--- config.mk ---
export PLATFORM = sky130hd
export DESIGN_NAME = ftp_reply_framer_core
export DESIGN_NICKNAME = d
export VERILOG_FILES = /design/src/sv/ftpr_pkg.sv /design/src/sv/ftpr_in_stage.sv /design/src/sv/ftpr_framer.sv /design/src/sv/ftpr_out_stage.sv /design/src/sv/ftp_reply_framer_core.sv
export SDC_FILE = /design/constraint.sdc
export NUM_CORES = 1
export LEC_CHECK = 0
export ABC_CLOCK_PERIOD_IN_PS = 5030
export BUFFER_PORTS_ARGS = -buffer_cell sky130_fd_sc_hd__buf_4
export CELL_PAD_IN_SITES_DETAIL_PLACEMENT = 0
export CELL_PAD_IN_SITES_GLOBAL_PLACEMENT = 1
export CORE_ASPECT_RATIO = 1.4
export CORE_UTILIZATION = 44
export DETAILED_ROUTE_END_ITERATION = 8
export GPL_TIMING_DRIVEN = 0
export PLACE_DENSITY = 0.83
export SLEW_MARGIN = 20
export SYNTH_ARGS = -nofsm -noshare
export SYNTH_HDL_FRONTEND = slang
export SYNTH_SLANG_ARGS = --single-unit
--- constraint.sdc ---
create_clock -name clk -period 5.03 [get_ports clk]
set_input_delay 0.503 -clock clk [delete_from_list [all_inputs] [get_ports clk]]
set_output_delay 0.503 -clock clk [all_outputs]
set_load 0.01 [all_outputs]
--- src/sv/ftpr_pkg.sv ---
// Shared types and constants of the FTP reply framer.
package ftpr_pkg;

	localparam int unsigned CODE_W = 10;
	localparam int unsigned LEN_W  = 21;
	localparam int unsigned ERR_W  = 2;
	localparam int unsigned BYTE_W = 8;
	localparam int unsigned POS_W  = 3;

	localparam logic [LEN_W-1:0] MAX_REPLY_RESET = LEN_W'(65536);

	localparam logic [BYTE_W-1:0] CH_CR    = 8'h0D;
	localparam logic [BYTE_W-1:0] CH_LF    = 8'h0A;
	localparam logic [BYTE_W-1:0] CH_SPACE = 8'h20;
	localparam logic [BYTE_W-1:0] CH_DASH  = 8'h2D;
	localparam logic [BYTE_W-1:0] CH_ZERO  = 8'h30;
	localparam logic [BYTE_W-1:0] CH_NINE  = 8'h39;
	localparam logic [3:0]        DIGIT_HI = 4'h3;

	localparam logic KIND_DATA   = 1'b0;
	localparam logic KIND_CLOSED = 1'b1;

	localparam logic [POS_W-1:0] POS_CR   = 3'd0;
	localparam logic [POS_W-1:0] POS_LF   = 3'd1;
	localparam logic [POS_W-1:0] POS_D0   = 3'd2;
	localparam logic [POS_W-1:0] POS_D1   = 3'd3;
	localparam logic [POS_W-1:0] POS_D2   = 3'd4;
	localparam logic [POS_W-1:0] POS_SP   = 3'd5;
	localparam logic [POS_W-1:0] POS_DONE = 3'd6;

	typedef enum logic [ERR_W-1:0] {
		ERR_NONE      = 2'd0,
		ERR_MALFORMED = 2'd1,
		ERR_TOO_LONG  = 2'd2,
		ERR_CLOSED    = 2'd3
	} err_t;

	typedef enum logic [7:0] {
		PH_D0     = 8'b0000_0001,
		PH_D1     = 8'b0000_0010,
		PH_D2     = 8'b0000_0100,
		PH_SEP    = 8'b0000_1000,
		PH_SINGLE = 8'b0001_0000,
		PH_NEEDLE = 8'b0010_0000,
		PH_FINAL  = 8'b0100_0000,
		PH_BAD    = 8'b1000_0000
	} phase_t;

	typedef struct packed {
		logic [CODE_W-1:0] status_code;
		logic [LEN_W-1:0]  reply_length;
		logic              multi_line;
		err_t              error;
	} result_t;

	typedef struct packed {
		logic              kind;
		logic [BYTE_W-1:0] rx_byte;
	} item_t;

endpackage

--- src/sv/ftpr_in_stage.sv ---
// Input register of the FTP reply framer.
module ftpr_in_stage (
	input  logic            clk,
	input  logic            arst_n,
	input  logic            in_valid,
	output logic            in_stall,
	input  ftpr_pkg::item_t in_item,
	input  logic            advance,
	output logic            item_valid,
	output ftpr_pkg::item_t item
);

	logic            valid_s1;
	ftpr_pkg::item_t item_s1;
	logic            take;

	assign in_stall   = valid_s1 && !advance;
	assign take       = in_valid && !in_stall;
	assign item_valid = valid_s1;
	assign item       = item_s1;

	always_ff @(posedge clk or negedge arst_n) begin
		if (!arst_n) begin
			valid_s1 <= 1'b0;
		end else if (take) begin
			valid_s1 <= 1'b1;
		end else if (advance) begin
			valid_s1 <= 1'b0;
		end
	end

	always_ff @(posedge clk) begin
		if (take) begin
			item_s1 <= in_item;
		end
	end

endmodule

--- src/sv/ftpr_framer.sv ---
// Reply framing state and per-byte decision logic.
module ftpr_framer (
	input  logic                          clk,
	input  logic                          arst_n,
	input  logic                          fire,
	input  ftpr_pkg::item_t               item,
	input  logic [ftpr_pkg::LEN_W-1:0]    max_reply_bytes,
	output logic                          res_valid,
	output ftpr_pkg::result_t             res
);

	ftpr_pkg::phase_t               phase_q, phase_d;
	logic [ftpr_pkg::CODE_W-1:0]    code_q, code_d;
	logic [3:0]                     dig_q [3];
	logic [3:0]                     dig_d [3];
	logic                           multi_q, multi_d;
	logic [ftpr_pkg::LEN_W-1:0]     count_q, count_d;
	logic [ftpr_pkg::POS_W-1:0]     pos_q, pos_d;
	logic                           cr_q, cr_d;

	logic [ftpr_pkg::LEN_W:0]       count_inc;
	logic [ftpr_pkg::CODE_W+3:0]    code_mul;
	logic [ftpr_pkg::BYTE_W-1:0]    b;
	logic [ftpr_pkg::BYTE_W-1:0]    want;
	logic                           is_digit;
	logic                           restart;
	logic [ftpr_pkg::POS_W-1:0]     pos_inc;

	assign b         = item.rx_byte;
	assign is_digit  = (b >= ftpr_pkg::CH_ZERO) && (b <= ftpr_pkg::CH_NINE);
	assign count_inc = {1'b0, count_q} + (ftpr_pkg::LEN_W+1)'(1);
	assign code_mul  = ({4'b0, code_q} << 3) + ({4'b0, code_q} << 1)
		+ (ftpr_pkg::CODE_W+4)'(b[3:0]);
	assign pos_inc   = pos_q + ftpr_pkg::POS_W'(1);

	always_comb begin
		case (pos_q)
			ftpr_pkg::POS_CR: want = ftpr_pkg::CH_CR;
			ftpr_pkg::POS_LF: want = ftpr_pkg::CH_LF;
			ftpr_pkg::POS_D0: want = {ftpr_pkg::DIGIT_HI, dig_q[0]};
			ftpr_pkg::POS_D1: want = {ftpr_pkg::DIGIT_HI, dig_q[1]};
			ftpr_pkg::POS_D2: want = {ftpr_pkg::DIGIT_HI, dig_q[2]};
			default:          want = ftpr_pkg::CH_SPACE;
		endcase
	end

	always_comb begin
		phase_d   = phase_q;
		code_d    = code_q;
		dig_d     = dig_q;
		multi_d   = multi_q;
		count_d   = count_q;
		pos_d     = pos_q;
		cr_d      = cr_q;
		res_valid = 1'b0;
		restart   = 1'b0;
		res       = '{status_code: '0, reply_length: '0, multi_line: 1'b0,
			error: ftpr_pkg::ERR_NONE};

		if (item.kind == ftpr_pkg::KIND_CLOSED) begin
			res_valid = 1'b1;
			res.error = ftpr_pkg::ERR_CLOSED;
		end else if (count_inc > {1'b0, max_reply_bytes}) begin
			res_valid = 1'b1;
			res.error = ftpr_pkg::ERR_TOO_LONG;
		end else begin
			count_d = count_inc[ftpr_pkg::LEN_W-1:0];
			case (phase_q)
				ftpr_pkg::PH_D0, ftpr_pkg::PH_D1, ftpr_pkg::PH_D2: begin
					if (is_digit) begin
						code_d = ftpr_pkg::CODE_W'(code_mul);
						if (phase_q == ftpr_pkg::PH_D0) begin
							dig_d[0] = b[3:0];
							phase_d  = ftpr_pkg::PH_D1;
						end else if (phase_q == ftpr_pkg::PH_D1) begin
							dig_d[1] = b[3:0];
							phase_d  = ftpr_pkg::PH_D2;
						end else begin
							dig_d[2] = b[3:0];
							phase_d  = ftpr_pkg::PH_SEP;
						end
					end else begin
						phase_d = ftpr_pkg::PH_BAD;
					end
				end
				ftpr_pkg::PH_SEP: begin
					if (code_q == '0
						|| (b != ftpr_pkg::CH_SPACE && b != ftpr_pkg::CH_DASH)) begin
						res_valid = 1'b1;
						res.error = ftpr_pkg::ERR_MALFORMED;
					end else begin
						if (b == ftpr_pkg::CH_DASH) begin
							multi_d = 1'b1;
							phase_d = ftpr_pkg::PH_NEEDLE;
						end else begin
							phase_d = ftpr_pkg::PH_SINGLE;
						end
						pos_d = ftpr_pkg::POS_CR;
						cr_d  = 1'b0;
					end
				end
				ftpr_pkg::PH_SINGLE, ftpr_pkg::PH_FINAL: begin
					if (cr_q && b == ftpr_pkg::CH_LF) begin
						res_valid = 1'b1;
						res = '{status_code: code_q,
							reply_length: count_inc[ftpr_pkg::LEN_W-1:0],
							multi_line: multi_q, error: ftpr_pkg::ERR_NONE};
					end else begin
						cr_d = (b == ftpr_pkg::CH_CR);
					end
				end
				ftpr_pkg::PH_NEEDLE: begin
					if (b == want) begin
						if (pos_inc == ftpr_pkg::POS_DONE) begin
							phase_d = ftpr_pkg::PH_FINAL;
							pos_d   = ftpr_pkg::POS_CR;
							cr_d    = 1'b0;
						end else begin
							pos_d = pos_inc;
						end
					end else begin
						pos_d = (b == ftpr_pkg::CH_CR) ? ftpr_pkg::POS_LF
							: ftpr_pkg::POS_CR;
					end
				end
				default: begin
					if (count_inc >= (ftpr_pkg::LEN_W+1)'(4)) begin
						res_valid = 1'b1;
						res.error = ftpr_pkg::ERR_MALFORMED;
					end
				end
			endcase
		end
		restart = res_valid;
	end

	always_ff @(posedge clk or negedge arst_n) begin
		if (!arst_n) begin
			phase_q <= ftpr_pkg::PH_D0;
			code_q  <= '0;
			multi_q <= 1'b0;
			count_q <= '0;
			pos_q   <= ftpr_pkg::POS_CR;
			cr_q    <= 1'b0;
		end else if (fire) begin
			if (restart) begin
				phase_q <= ftpr_pkg::PH_D0;
				code_q  <= '0;
				multi_q <= 1'b0;
				count_q <= '0;
				pos_q   <= ftpr_pkg::POS_CR;
				cr_q    <= 1'b0;
			end else begin
				phase_q <= phase_d;
				code_q  <= code_d;
				multi_q <= multi_d;
				count_q <= count_d;
				pos_q   <= pos_d;
				cr_q    <= cr_d;
			end
		end
	end

	always_ff @(posedge clk) begin
		if (fire) begin
			dig_q <= dig_d;
		end
	end

endmodule

--- src/sv/ftpr_out_stage.sv ---
// Result register of the FTP reply framer.
module ftpr_out_stage (
	input  logic              clk,
	input  logic              arst_n,
	input  logic              load,
	input  ftpr_pkg::result_t res,
	output logic              free,
	output logic              out_valid,
	input  logic              out_stall,
	output ftpr_pkg::result_t out_res
);

	logic              valid_s2;
	ftpr_pkg::result_t res_s2;

	assign free      = !valid_s2 || !out_stall;
	assign out_valid = valid_s2;
	assign out_res   = res_s2;

	always_ff @(posedge clk or negedge arst_n) begin
		if (!arst_n) begin
			valid_s2 <= 1'b0;
		end else if (load) begin
			valid_s2 <= 1'b1;
		end else if (!out_stall) begin
			valid_s2 <= 1'b0;
		end
	end

	always_ff @(posedge clk) begin
		if (load) begin
			res_s2 <= res;
		end
	end

endmodule

--- src/sv/ftp_reply_framer_core.sv ---
// Top level of the FTP reply framer.
//
// Input channel: in_valid/in_stall carry one control-channel event per transfer:
// kind 0 is a received byte in rx_byte, kind 1 reports that the peer closed.
// Output channel: out_valid/out_stall carry one framed reply per transfer:
// status_code, reply_length (including the final CR LF), multi_line and error
// (0 ok, 1 malformed status line, 2 reply too long, 3 stream closed).
// Configuration: cfg_valid/cfg_ready write max_reply_bytes; cfg_ready is always
// high. Write only while no event is in flight.
// Path: an event is captured in the input register, passes the framing logic and
// its result, if any, is captured in the result register, which drives out_valid.
// Throughput: one event per cycle while no held result stalls the input, set by
// the single pass of framing logic between the input register and the result register.
// Reset: framing restarts at the first status digit, max_reply_bytes returns
// to 65536 and both registers are emptied.
// Stall: a held result keeps the next result-producing event in the input
// register, which raises in_stall; events that produce no result keep flowing.
module ftp_reply_framer_core (
	input  logic                           clk,
	input  logic                           arst_n,
	input  logic                           in_valid,
	output logic                           in_stall,
	input  logic                           kind,
	input  logic [ftpr_pkg::BYTE_W-1:0]    rx_byte,
	output logic                           out_valid,
	input  logic                           out_stall,
	output logic [ftpr_pkg::CODE_W-1:0]    status_code,
	output logic [ftpr_pkg::LEN_W-1:0]     reply_length,
	output logic                           multi_line,
	output logic [ftpr_pkg::ERR_W-1:0]     error,
	input  logic                           cfg_valid,
	output logic                           cfg_ready,
	input  logic [ftpr_pkg::LEN_W-1:0]     max_reply_bytes
);

	logic [ftpr_pkg::LEN_W-1:0] max_q;
	ftpr_pkg::item_t            in_item;
	ftpr_pkg::item_t            item;
	logic                       item_valid;
	logic                       advance;
	logic                       fire;
	logic                       res_valid;
	logic                       free;
	ftpr_pkg::result_t          res;
	ftpr_pkg::result_t          out_res;

	assign cfg_ready = 1'b1;
	assign in_item   = '{kind: kind, rx_byte: rx_byte};
	assign advance   = item_valid && (!res_valid || free);
	assign fire      = advance;

	always_ff @(posedge clk or negedge arst_n) begin
		if (!arst_n) begin
			max_q <= ftpr_pkg::MAX_REPLY_RESET;
		end else if (cfg_valid && cfg_ready) begin
			max_q <= max_reply_bytes;
		end
	end

	ftpr_in_stage u_in (
		.clk        (clk),
		.arst_n     (arst_n),
		.in_valid   (in_valid),
		.in_stall   (in_stall),
		.in_item    (in_item),
		.advance    (advance),
		.item_valid (item_valid),
		.item       (item)
	);

	ftpr_framer u_framer (
		.clk             (clk),
		.arst_n          (arst_n),
		.fire            (fire),
		.item            (item),
		.max_reply_bytes (max_q),
		.res_valid       (res_valid),
		.res             (res)
	);

	ftpr_out_stage u_out (
		.clk       (clk),
		.arst_n    (arst_n),
		.load      (fire && res_valid),
		.res       (res),
		.free      (free),
		.out_valid (out_valid),
		.out_stall (out_stall),
		.out_res   (out_res)
	);

	assign status_code  = out_res.status_code;
	assign reply_length = out_res.reply_length;
	assign multi_line   = out_res.multi_line;
	assign error        = out_res.error;

endmodule

# Word level (Yosys, flattened, before mapping)
# Index checks and enable logic that the tools add are counted.
[op_classes]
n_lt_le_gt_ge = 4
bitwise_logic = 6
n_addsub = 4
n_eq_ne = 26
n_reduce_logical = 39
n_mux = 56
[op_table]
columns = ["cell", "n"]
rows = [
  ["two-way mux 8 bit", 8],
  ["two-way mux 21 bit", 3],
  ["two-way mux 10 bit", 5],
  ["one-hot mux 6 bit (5 select lines)", 1],
  ["two-way mux 1 bit", 26],
  ["== test 8 x 4 -> 1 bit (second input constant)", 3],
  ["one-hot mux 8 bit (3 select lines)", 1],
  ["adder 21 x 1 -> 22 bit (second input constant)", 1],
  ["greater-or-equal comparator 22 x 3 -> 1 bit (second input constant)", 1],
  ["> comparator 22 x 21 -> 1 bit", 1],
  ["AND reduction 7 bit", 3],
  ["two-way mux 3 bit", 6],
  ["== test 8 x 6 -> 1 bit (second input constant)", 2],
  ["!= test 8 x 6 -> 1 bit (second input constant)", 2],
  ["AND reduction 6 bit", 2],
  ["adder 10 bit", 1],
  ["adder 10 x 4 -> 10 bit", 1],
  ["logical NOT 10 bit", 1],
  ["AND reduction 5 bit", 2],
  ["nonzero test 2 bit", 5],
  ["one-hot mux 1 bit (3 select lines)", 3],
  ["== test 8 x 1 -> 1 bit (second input constant)", 1],
  ["== test 8 x 2 -> 1 bit (second input constant)", 1],
  ["== test 8 x 3 -> 1 bit (second input constant)", 1],
  ["other kinds (28)", 54],
]
[totals]
elab_cells = 154
input_bits = 35
ff_bits = 122
out_inout_bits = 37

# Depth between registers and ports, before layout
# Gate-level depths: netlist of run 1.
[depth]
ltp_word = 15
ltp_mapped = 19
ltp_nobuf = 17

# Modules after synthesis
# From an unflattened synthesis of run 1, not the netlist that was laid out.
[hier_totals]
hier_cells = 664
area_unflattened_um2 = 7293.2
[by_module_without_submodules]
columns = ["module", "cells_per_inst", "area_per_inst_um2", "instances", "seq_area_each_um2"]
rows = [
  ["ftpr_framer", 564, 5018.6, 1, 1462.7],
  ["ftpr_out_stage", 37, 1057.3, 1, 1046.0],
  ["ftp_reply_framer_core", 49, 889.6, 1, 526.8],
  ["ftpr_in_stage", 14, 327.8, 1, 295.3],
]

# Worst setup path after synthesis of run 1
# OpenSTA, ideal clock, no wires.
[synth_path]
path_type = "register to register"
start = "register u_framer.count_q[0] in the netlist's numbering"
end = "register u_framer.code_q[0] in the netlist's numbering"
arrival_time_ns = 3.790
path_stages_with_launch = 19
setup_ns = 0.121
synth_period_minus_slack_ns = 3.911
t_required_ns = 4.909
slack_ns = 1.119
path_buffers = 1
path_cell_list = "dfrtp_1 -> ha_1 -> nand3_2 -> nor4_4 -> nand3_1 -> xor2_1 -> inv_1 -> ha_1 -> nand4_1 -> or3_1 -> o2111ai_1 -> a211oi_1 -> or2_1 -> buf_2 -> nand3_2 -> nand2_4 -> inv_4 -> a31oi_4 -> a22o_1"
[synth_between]
elab_chain_len = 10
word_cells_on_any_way = 16
cone_classes = "add/sub (1); order compare (2); eq/ne (2); mux (5); reduce/logical (6)"
[synth_lines]
columns = ["element", "line", "text"]
rows = [
  ["start: declaration", "ftpr_framer.sv:17", "logic [ftpr_pkg::LEN_W-1:0] count_q, count_d;"],
  ["start signal: assignment", "ftpr_framer.sv:157", "count_q <= count_d;"],
  ["adder 21 x 1 -> 22 bit *", "ftpr_framer.sv:31", "assign count_inc = {1'b0, count_q} + (ftpr_pkg::LEN_W+1)'(1);"],
  ["greater-or-equal comparator 22 x 3 -> 1 bit", "ftpr_framer.sv:127", "if (count_inc >= (ftpr_pkg::LEN_W+1)'(4)) begin"],
  ["two-way mux 1 bit", "ftpr_framer.sv:127", ""],
  ["one-hot mux 1 bit (3 select lines)", "ftpr_framer.sv:68", "case (phase_q)"],
  ["two-way mux 1 bit", "ftpr_framer.sv:63", "end else if (count_inc > {1'b0, max_reply_bytes}) begin"],
  ["two-way mux 1 bit", "ftpr_framer.sv:60", "if (item.kind == ftpr_pkg::KIND_CLOSED) begin"],
  ["logical NOT 1 bit", "ftp_reply_framer_core.sv:49", "assign advance = item_valid && (!res_valid || free);"],
  ["logical OR 1 bit", "ftp_reply_framer_core.sv:49", ""],
  ["logical AND 1 bit", "ftp_reply_framer_core.sv:49", ""],
  ["AND reduction 5 bit (no line)", "n/a", ""],
  ["end signal: assignment", "ftpr_framer.sv:155", "code_q <= code_d;"],
  ["end: declaration", "ftpr_framer.sv:13", "logic [ftpr_pkg::CODE_W-1:0] code_q, code_d;"],
]
# Every way passes the cells marked *; elsewhere a longest branch is shown, timed or not.
# A chain may end at the register's enable or synchronous reset.

# Final worst setup path of run 1
[layout_path]
start = "register u_framer.count_q[0] in the netlist's numbering"
end = "output port in_stall"
[layout_between]
elab_chain_len = 11
word_cells_on_any_way = 12
cone_classes = "add/sub (1); order compare (2); mux (4); reduce/logical (5)"
[layout_lines]
columns = ["element", "line", "text"]
rows = [
  ["adder 21 x 1 -> 22 bit *", "ftpr_framer.sv:31", ""],
  ["greater-or-equal comparator 22 x 3 -> 1 bit", "ftpr_framer.sv:127", ""],
  ["two-way mux 1 bit", "ftpr_framer.sv:127", ""],
  ["one-hot mux 1 bit (3 select lines)", "ftpr_framer.sv:68", ""],
  ["two-way mux 1 bit *", "ftpr_framer.sv:63", ""],
  ["two-way mux 1 bit *", "ftpr_framer.sv:60", ""],
  ["logical NOT 1 bit *", "ftp_reply_framer_core.sv:49", ""],
  ["logical OR 1 bit *", "ftp_reply_framer_core.sv:49", ""],
  ["logical AND 1 bit *", "ftp_reply_framer_core.sv:49", ""],
  ["logical NOT 1 bit *", "ftpr_in_stage.sv:17", "assign in_stall = valid_s1 && !advance;"],
  ["logical AND 1 bit *", "ftpr_in_stage.sv:17", ""],
  ["end: declaration", "ftp_reply_framer_core.sv:22", "output logic in_stall,"],
]
# Marked as above.

==> flow_summary.toml, run 1 <==
[worst_setup_path]
r2r-start = "u_framer.count_q[0]"
worstSetupPathType = "reg2out"
cp-start-kind = "flop"
ff2ff_setup_slack_ns = 0.56
r2r-end = "u_framer.dig_q[9]"
crit_fanout = 9
cp.required_ns = 4.53
cp-end-kind = "output port"
critPathArrivalTime_ns = 4.25
rr_worst_depth = 16

[floorplanning]
start_util_pct = 45.51
die_x_um = 107.9
ioPinCount = 72
die_h_um = 150.3
dieArea_um2 = 16220
fp.coreArea_um2 = 15190
rows = 53

[place]
dp_worst_setup_slack_ns = 0.3328
dp.cells = 923
dp_hpwl_um = 11840
gp_congestion = 0.8759
port_buffers = 69

[drt]
avgViaCountPerCell = 5.635
drt-total-wl_um = 16340
via_count = 5398
dr.pass1.iters = 5
ant_nets = 0
routedWlPerCell_um = 17.05
drc = 0
drt_iter0_markers = 252

[sta]
finalHoldViolCount = 0
finalSetupViolCount = 0
relSlewSlack_pct = 29.72
slew_viol_final = 0
grt_setup_unrepaired = "no"
fin_crit_ns = 4.753
fmax_mhz = 210.4
finalClockSkew_ns = 0.01124
fin_tns_setup_ns = 0
worst_slack_ns = 0.2771
worst_pin_slew_ns = 1.046
finalCritPeriodShare_pct = 94.49

[min_path]
hold_class = "in2async"

[global_route]
track_usage_pct = 21.05
grt_pass1_wl_um = 25970
grt_max_degree = 68
overflow = 0
antenna_found_initial = 0
grt_pass1_vias = 5305

[synthesis]
synth_top_area_share_pct = 23.90
async_flop_share_pct = 54.92
synth-simple-area-share_pct = 19.26
synth_xor_area_share_pct = 4.635
synthFlopType = "dfrtp_1"
synth_top_family_by_area = "simple AND/OR/NAND/NOR gates"
yosys_warnings = 0
synth_mux_area_share_pct = 1.286
yosysTopAreaCell = "edfxtp_1"
post_synth.cell_area_avg_um2 = 10.44
synthCells = 662
synth_cell_type_count = 80
syn_area_um2 = 6910
ys_ff_latch = 122
synth_edf_count = 55
synth_compound_area_share_pct = 13.72
synth_nets = 740
synth_top_cells_by_area = "edfxtp_1, dfrtp_1, ha_1"
synthAdderAreaFrac_pct = 8.003
yosysSeqAreaShare_pct = 48.20

[clock_network]
root_buffer = "clkbuf_16"
numCtsBuffers = 17
tritoncts = "built"
cts_hold_buf = 0
cts_max_level = 4
clk_path_buf_depth = 2
clk_pin_slew_ns = 0.06
worstSkewPairLatency_ns = 0.42
cts.sinks = 122

[pwr]
power.share.sequential_pct = 39.5
clock_power_share_pct = 41.9
switching_share_pct = 28.18
leakagePower_nw = 3.840
ir_drop_v = 0.0002379
p_int_w = 0.002198
p_sw_w = 0.0008623
power.density_nw_per_um2 = 366.7
pwr-share-comb_pct = 18.6
power_w = 0.003060

[finish]
final_util_pct = 54.96
area_growth_syn_to_layout_pct = 20.77
fin_nets = 831
antenna_cells = 0
nFillCells = 1306
drive_gt1_share_pct = 19.45
stdcell_count = 958

[job]
max_cap_viol_count = 0

[run_status]
status = "completed"
==> cell families (layout without fill, tap and decap cells) <==
family / count (synthesis) / after routing
AND/OR/NAND/NOR: 240 / 240
adder cells (fa/ha/maj): 43 / 43
buffers and inverters: 81 / 185
flip-flops: 122 / 122
AO/OA/AOI/OAI: 132 / 132
multiplexers: 8 / 8
other: 1 / 1
XOR/XNOR: 35 / 35
==> sequential cells by signal (all words and copies together) (netlist names) <==
signal / cells
u_out.out_valid: 1
u_framer.code_q: 10
u_framer.count_q: 21
u_framer.dig_q: 12
u_in.item_valid: 1
u_framer.multi_q: 1
u_framer.phase_q: 8
u_in.item: 9
u_framer.cr_q: 1
max_q: 21
u_framer.pos_q: 3
u_out.out_res: 34
==> placed cells by master (no fill, tap or decap), types with 6 or more instances in the layout <==
cell type	n
edfxtp_1	55
a21oi_1	16
xor2_1	17
clkbuf_16	17
buf_2	10
a22o_1	6
nand3_1	31
xnor2_1	14
nor2_1	43
a21o_1	10
nand4_1	15
nor4_1	9
and3_1	25
nand2b_1	6
dfrtp_1	64
o21ai_1	10
buf_4	74
ha_1	40
o21ai_0	37
inv_1	53
o2bb2ai_1	9
nand2_1	53
a211oi_1	7
nor3_1	16
clkbuf_1	15
==> cell usage after synthesis (16+ instances only) <==
master	instances
dfrtp_1	65
a21oi_1	16
inv_1	53
nand2_1	53
nor3_1	16
xor2_1	19
and3_1	25
nor2_1	43
ha_1	41
nand3_1	31
o21ai_0	37
edfxtp_1	55
==> final cells by class <==
class	instances	area [um^2]	share of cell area, %
Multi-Input combinational cell	459	3278	39.28
Buffer	27	128.9	1.544
Inverter	54	205.2	2.459
Clock buffer	20	446.7	5.352
Timing Repair Buffer	72	540.5	6.477
Clock inverter	12	173.9	2.084
Tap cell	192	240.2	2.879
Sequential cell	122	3332	39.93
==> stage by stage <==
step / cell area, um^2 / hold WS (ns)
6_report: 8346 / 0.1976
5_1_grt: 8346 / 0.2515
4_1_cts: 8289 / 0.2498
3_5_place_dp: 7669 / 0.4823
3_3_place_gp: 7669 / 0.4757
2_1_floorplan: 6910 / 0.2074
==> critical path, stage by stage, from the launching register on <==
cell and delay (ns):
dfrtp_2 0.45, ha_2 0.30, nand3_4 0.19, nor4_4 0.43, nand3_1 0.20, xor2_2 0.25
inv_1 0.07, ha_1 0.31, nand4_1 0.12, or3_1 0.32, o2111ai_1 0.22, a211oi_1 0.08
or2_1 0.21, buf_2 0.16, nand3_2 0.14, nand4_1 0.17, inv_1 0.09, buf_4 0.11
==> how the worst max path moves through the flow <==
| stage | from | to | slack (ns) | cells after the start |
|---|---|---|---|---|
| after global placement | u_framer.count_q[0] | u_framer.dig_q[10] | 0.44 | 17 |
| after floorplan | u_framer.count_q[0] | u_framer.code_q[0] | 1.12 | 18 |
| after global routing | u_framer.count_q[0] | in_stall | 0.03 | 17 |
| final | u_framer.count_q[0] | in_stall | 0.28 | 17 |
| after CTS | u_framer.count_q[0] | in_stall | 0.005 | 17 |
| after detailed placement | u_framer.count_q[0] | u_framer.dig_q[8] | 0.33 | 17 |
==> repair_timing <==
action	4_1_cts	5_1_grt
setup buffers	0	3
endpoints found under the hold margin	0	0
resized for setup	0	6
setup endpoints to repair	0	11
==> layer usage <==
layer  GRT usage [%]  vias to the layer above  part of all wire (%)
met3           3.593                       30                   4.2
met1           23.11                     2630                    39
met5               0                        -                     0
met4           8.562                        0                   2.0
li1                -                     2580                     -
met2           39.55                      158                    54
==> power by group through the flow <==
stage               clock (W)  sequential, W  combinational [W]
floorplan                   0        0.00123           0.000351
global placement            0        0.00122           0.000552
detailed placement          0        0.00122           0.000561
CTS                   0.00129        0.00121           0.000567
global route          0.00133        0.00122           0.000626
finish                0.00128        0.00121           0.000568
(Power assumes the default switching activity.)
==> inputs of run 2 (changes only) <==
--- a/config.mk
+++ b/config.mk
@@ -13,8 +13,9 @@
 export CORE_UTILIZATION = 44
 export DETAILED_ROUTE_END_ITERATION = 8
 export GPL_TIMING_DRIVEN = 0
-export PLACE_DENSITY = 0.83
+export PLACE_DENSITY = 0.82
 export SLEW_MARGIN = 20
 export SYNTH_ARGS = -nofsm -noshare
 export SYNTH_HDL_FRONTEND = slang
+export SYNTH_HIERARCHICAL = 1
 export SYNTH_SLANG_ARGS = --single-unit
==> flow_summary.toml, run 2 <==
[finish]
drive_gt1_share_pct = 28.41
mostFrequentLayoutCells = "buf_4, dfrtp_1, edfxtp_1"
nFillCells = 1372
area_growth_syn_to_layout_pct = 25.18
fin_area_um2 = 9130
fin_nets = 863
antenna_cells = 0
largest_reg_flops = 34
final_util_pct = 56.46
final_common_cell = "buf_4"

[worst_setup_path]
r2r-start = "u_framer/count_q[8]"
startpoint = "u_framer/count_q[8]"
cp-start-kind = "flop"
cp_common_cell = "buf_4"
cpLargestDelayFamily = "simple AND/OR/NAND/NOR gates"
critPathArrivalTime_ns = 4.36
crit_chain = "nand4_4 -> nor4_4 -> buf_4 -> nand3_2 -> xnor2_2 -> ha_1 -> nand4_1 -> buf_4 -> buf_4 -> a21oi_2 -> a211oi_4 -> o211ai_1 -> o211a_4 -> or3_4 -> a21boi_4 -> nand2b_4 -> inv_1 -> buf_4"
cp-end-kind = "output port"
crit_buf_inv = 5
worstSetupPathType = "reg2out"
slowest_delay_ns = 0.43
cp.required_ns = 4.53
slowest_stage = "dfrtp_1"
crit_fanout = 4

[synthesis]
synth_edf_count = 55
yosysTopAreaCell = "edfxtp_1"
synth_top_cells_by_area = "edfxtp_1, dfrtp_1, ha_1"
synth_common_cells = "dfrtp_1, edfxtp_1, ha_1, nand2_1, inv_1"
synthFlopType = "dfrtp_1"
synth_nets = 741
yosysSeqAreaShare_pct = 45.67
syn_area_um2 = 7293
async_flop_share_pct = 54.92
post_synth.cell_area_avg_um2 = 10.98
synth_top_area_share_pct = 22.65
yosys_warnings = 6
synthCells = 664
ys_ff_latch = 122
synth_cell_type_count = 81
yosysMostFrequentCell = "dfrtp_1"

[clock_network]
worstSkewPairLatency_ns = 0.41
root_buffer = "clkbuf_16"
numCtsBuffers = 17
clk_pin_slew_ns = 0.05
clk_path_buf_depth = 2
cts_hold_buf = 0
cts_max_level = 4
tritoncts = "built"
cts.sinks = 122

[job]
max_cap_viol_count = 0

[pwr]
leakagePower_nw = 4.041
power.density_nw_per_um2 = 387.3
ir_drop_v = 0.0002580

[run_status]
status = "completed"

[sta]
finalSetupViolCount = 0
fin_tns_setup_ns = 0
timing.hold.ws_ns = 0.2278
slew_viol_final = 0
finalHoldViolCount = 0
worst_pin_slew_ns = 0.9296
relSlewSlack_pct = 38.03
fin_crit_ns = 4.865
finalClockSkew_ns = 0.005247
grt_setup_unrepaired = "no"
fmax_mhz = 205.6
finalCritPeriodShare_pct = 96.72

[drt]
drt-total-wl_um = 18840
ant_nets = 0
avgViaCountPerCell = 5.712
dr.pass1.iters = 4
routedWlPerCell_um = 18.88
drt_iter0_markers = 231
drc = 0
via_count = 5701

[floorplanning]
ioPinCount = 72
die_h_um = 154.3
fp.coreArea_um2 = 16170
start_util_pct = 45.10
rows = 55
dieArea_um2 = 17100
die_x_um = 110.8

[place]
postPlaceCellArea_um2 = 8138
dp_hpwl_um = 13050
gp_congestion = 0.8802
port_buffers = 70

[global_route]
grt_max_degree = 68
grt_pass1_vias = 5967
track_usage_pct = 22.61
antenna_found_initial = 0
grt_pass1_wl_um = 30160
overflow = 0

[min_path]
hold_class = "in2async"
## run 2: area by class of cell
class	instances	area (um^2)	area share, %
clock inverter	10	148.9	1.631
timing repair buffer	106	808.3	8.853
sequential	122	3334	36.52
tap	199	249.0	2.727
buffer	37	224.0	2.453
multi-input combinational	465	3772	41.32
inverter	37	138.9	1.521
clock buffer	22	454.2	4.975
## run 2: path summary, 6_finish.rpt
path	end	slack, ns	depth (start not counted)
min reg2reg	max_q[10]	0.51	1
min	max_q[19]	0.23	1
max reg2reg	u_framer/dig_q[0]	0.17	18
min in group clk	u_in/item[5]	0.26	1
max in group asynchronous	u_framer/count_q[10]	4.14	1
max	in_stall	0.17	18
## run 2: worst register-to-register path: cells and delay by family, from the launching register on
family | cells | cell delay [ns]
AND/OR/NAND/NOR | 7 | 2.00
AO/OA/AOI/OAI | 5 | 1.07
buffers and inverters | 4 | 0.54
flip-flops | 1 | 0.43
adder cells (fa/ha/maj) | 1 | 0.31
XOR/XNOR | 1 | 0.19
## run 2: cell families after synthesis
logic type,Yosys count,share of synthesized area (%)
multiplexers,24,4.701
other,1,0.05142
flip-flops,122,45.67
XOR/XNOR,40,4.804
adder cells (fa/ha/maj),42,7.411
AND/OR/NAND/NOR,219,17.43
AO/OA/AOI/OAI,139,14.77
buffers and inverters,77,5.164
## run 2: repair_timing
action | CTS | global route
gates resized for setup | 31 | 8
endpoints found under the setup margin | 130 | 48
pin swaps | 21 | 14
buffers inserted | 31 | 4
## run 2: report_power, final
part           total, W  internal, W  switching [W]
Combinational   0.00101     0.000414       0.000599
Clock           0.00125     0.000834       0.000418
Sequential      0.00127      0.00120      0.0000678
## run 2: routing by layer
| layer | up-vias | track usage, % | routed length [um] |
|---|---|---|---|
| li1 | 2701 | - | - |
| met3 | 43 | 4.232 | 682 |
| met5 | - | 0 | 0 |
| met2 | 165 | 41.23 | 10200 |
| met1 | 2792 | 24.69 | 7354 |
| met4 | 0 | 12.13 | 606 |
## run 2: stage by stage
| step | setup slack [ns] | instances | total power [W] |
|---|---|---|---|
| after floorplan | 0.02015 | 664 | 0.001875 |
| after global placement | -1.305 | 933 | 0.002209 |
| after detailed placement | -1.270 | 934 | 0.002236 |
| after CTS | 0.004405 | 996 | 0.003556 |
| after global routing | 0.003933 | 998 | 0.003689 |
| final | 0.1651 | 998 | 0.003536 |
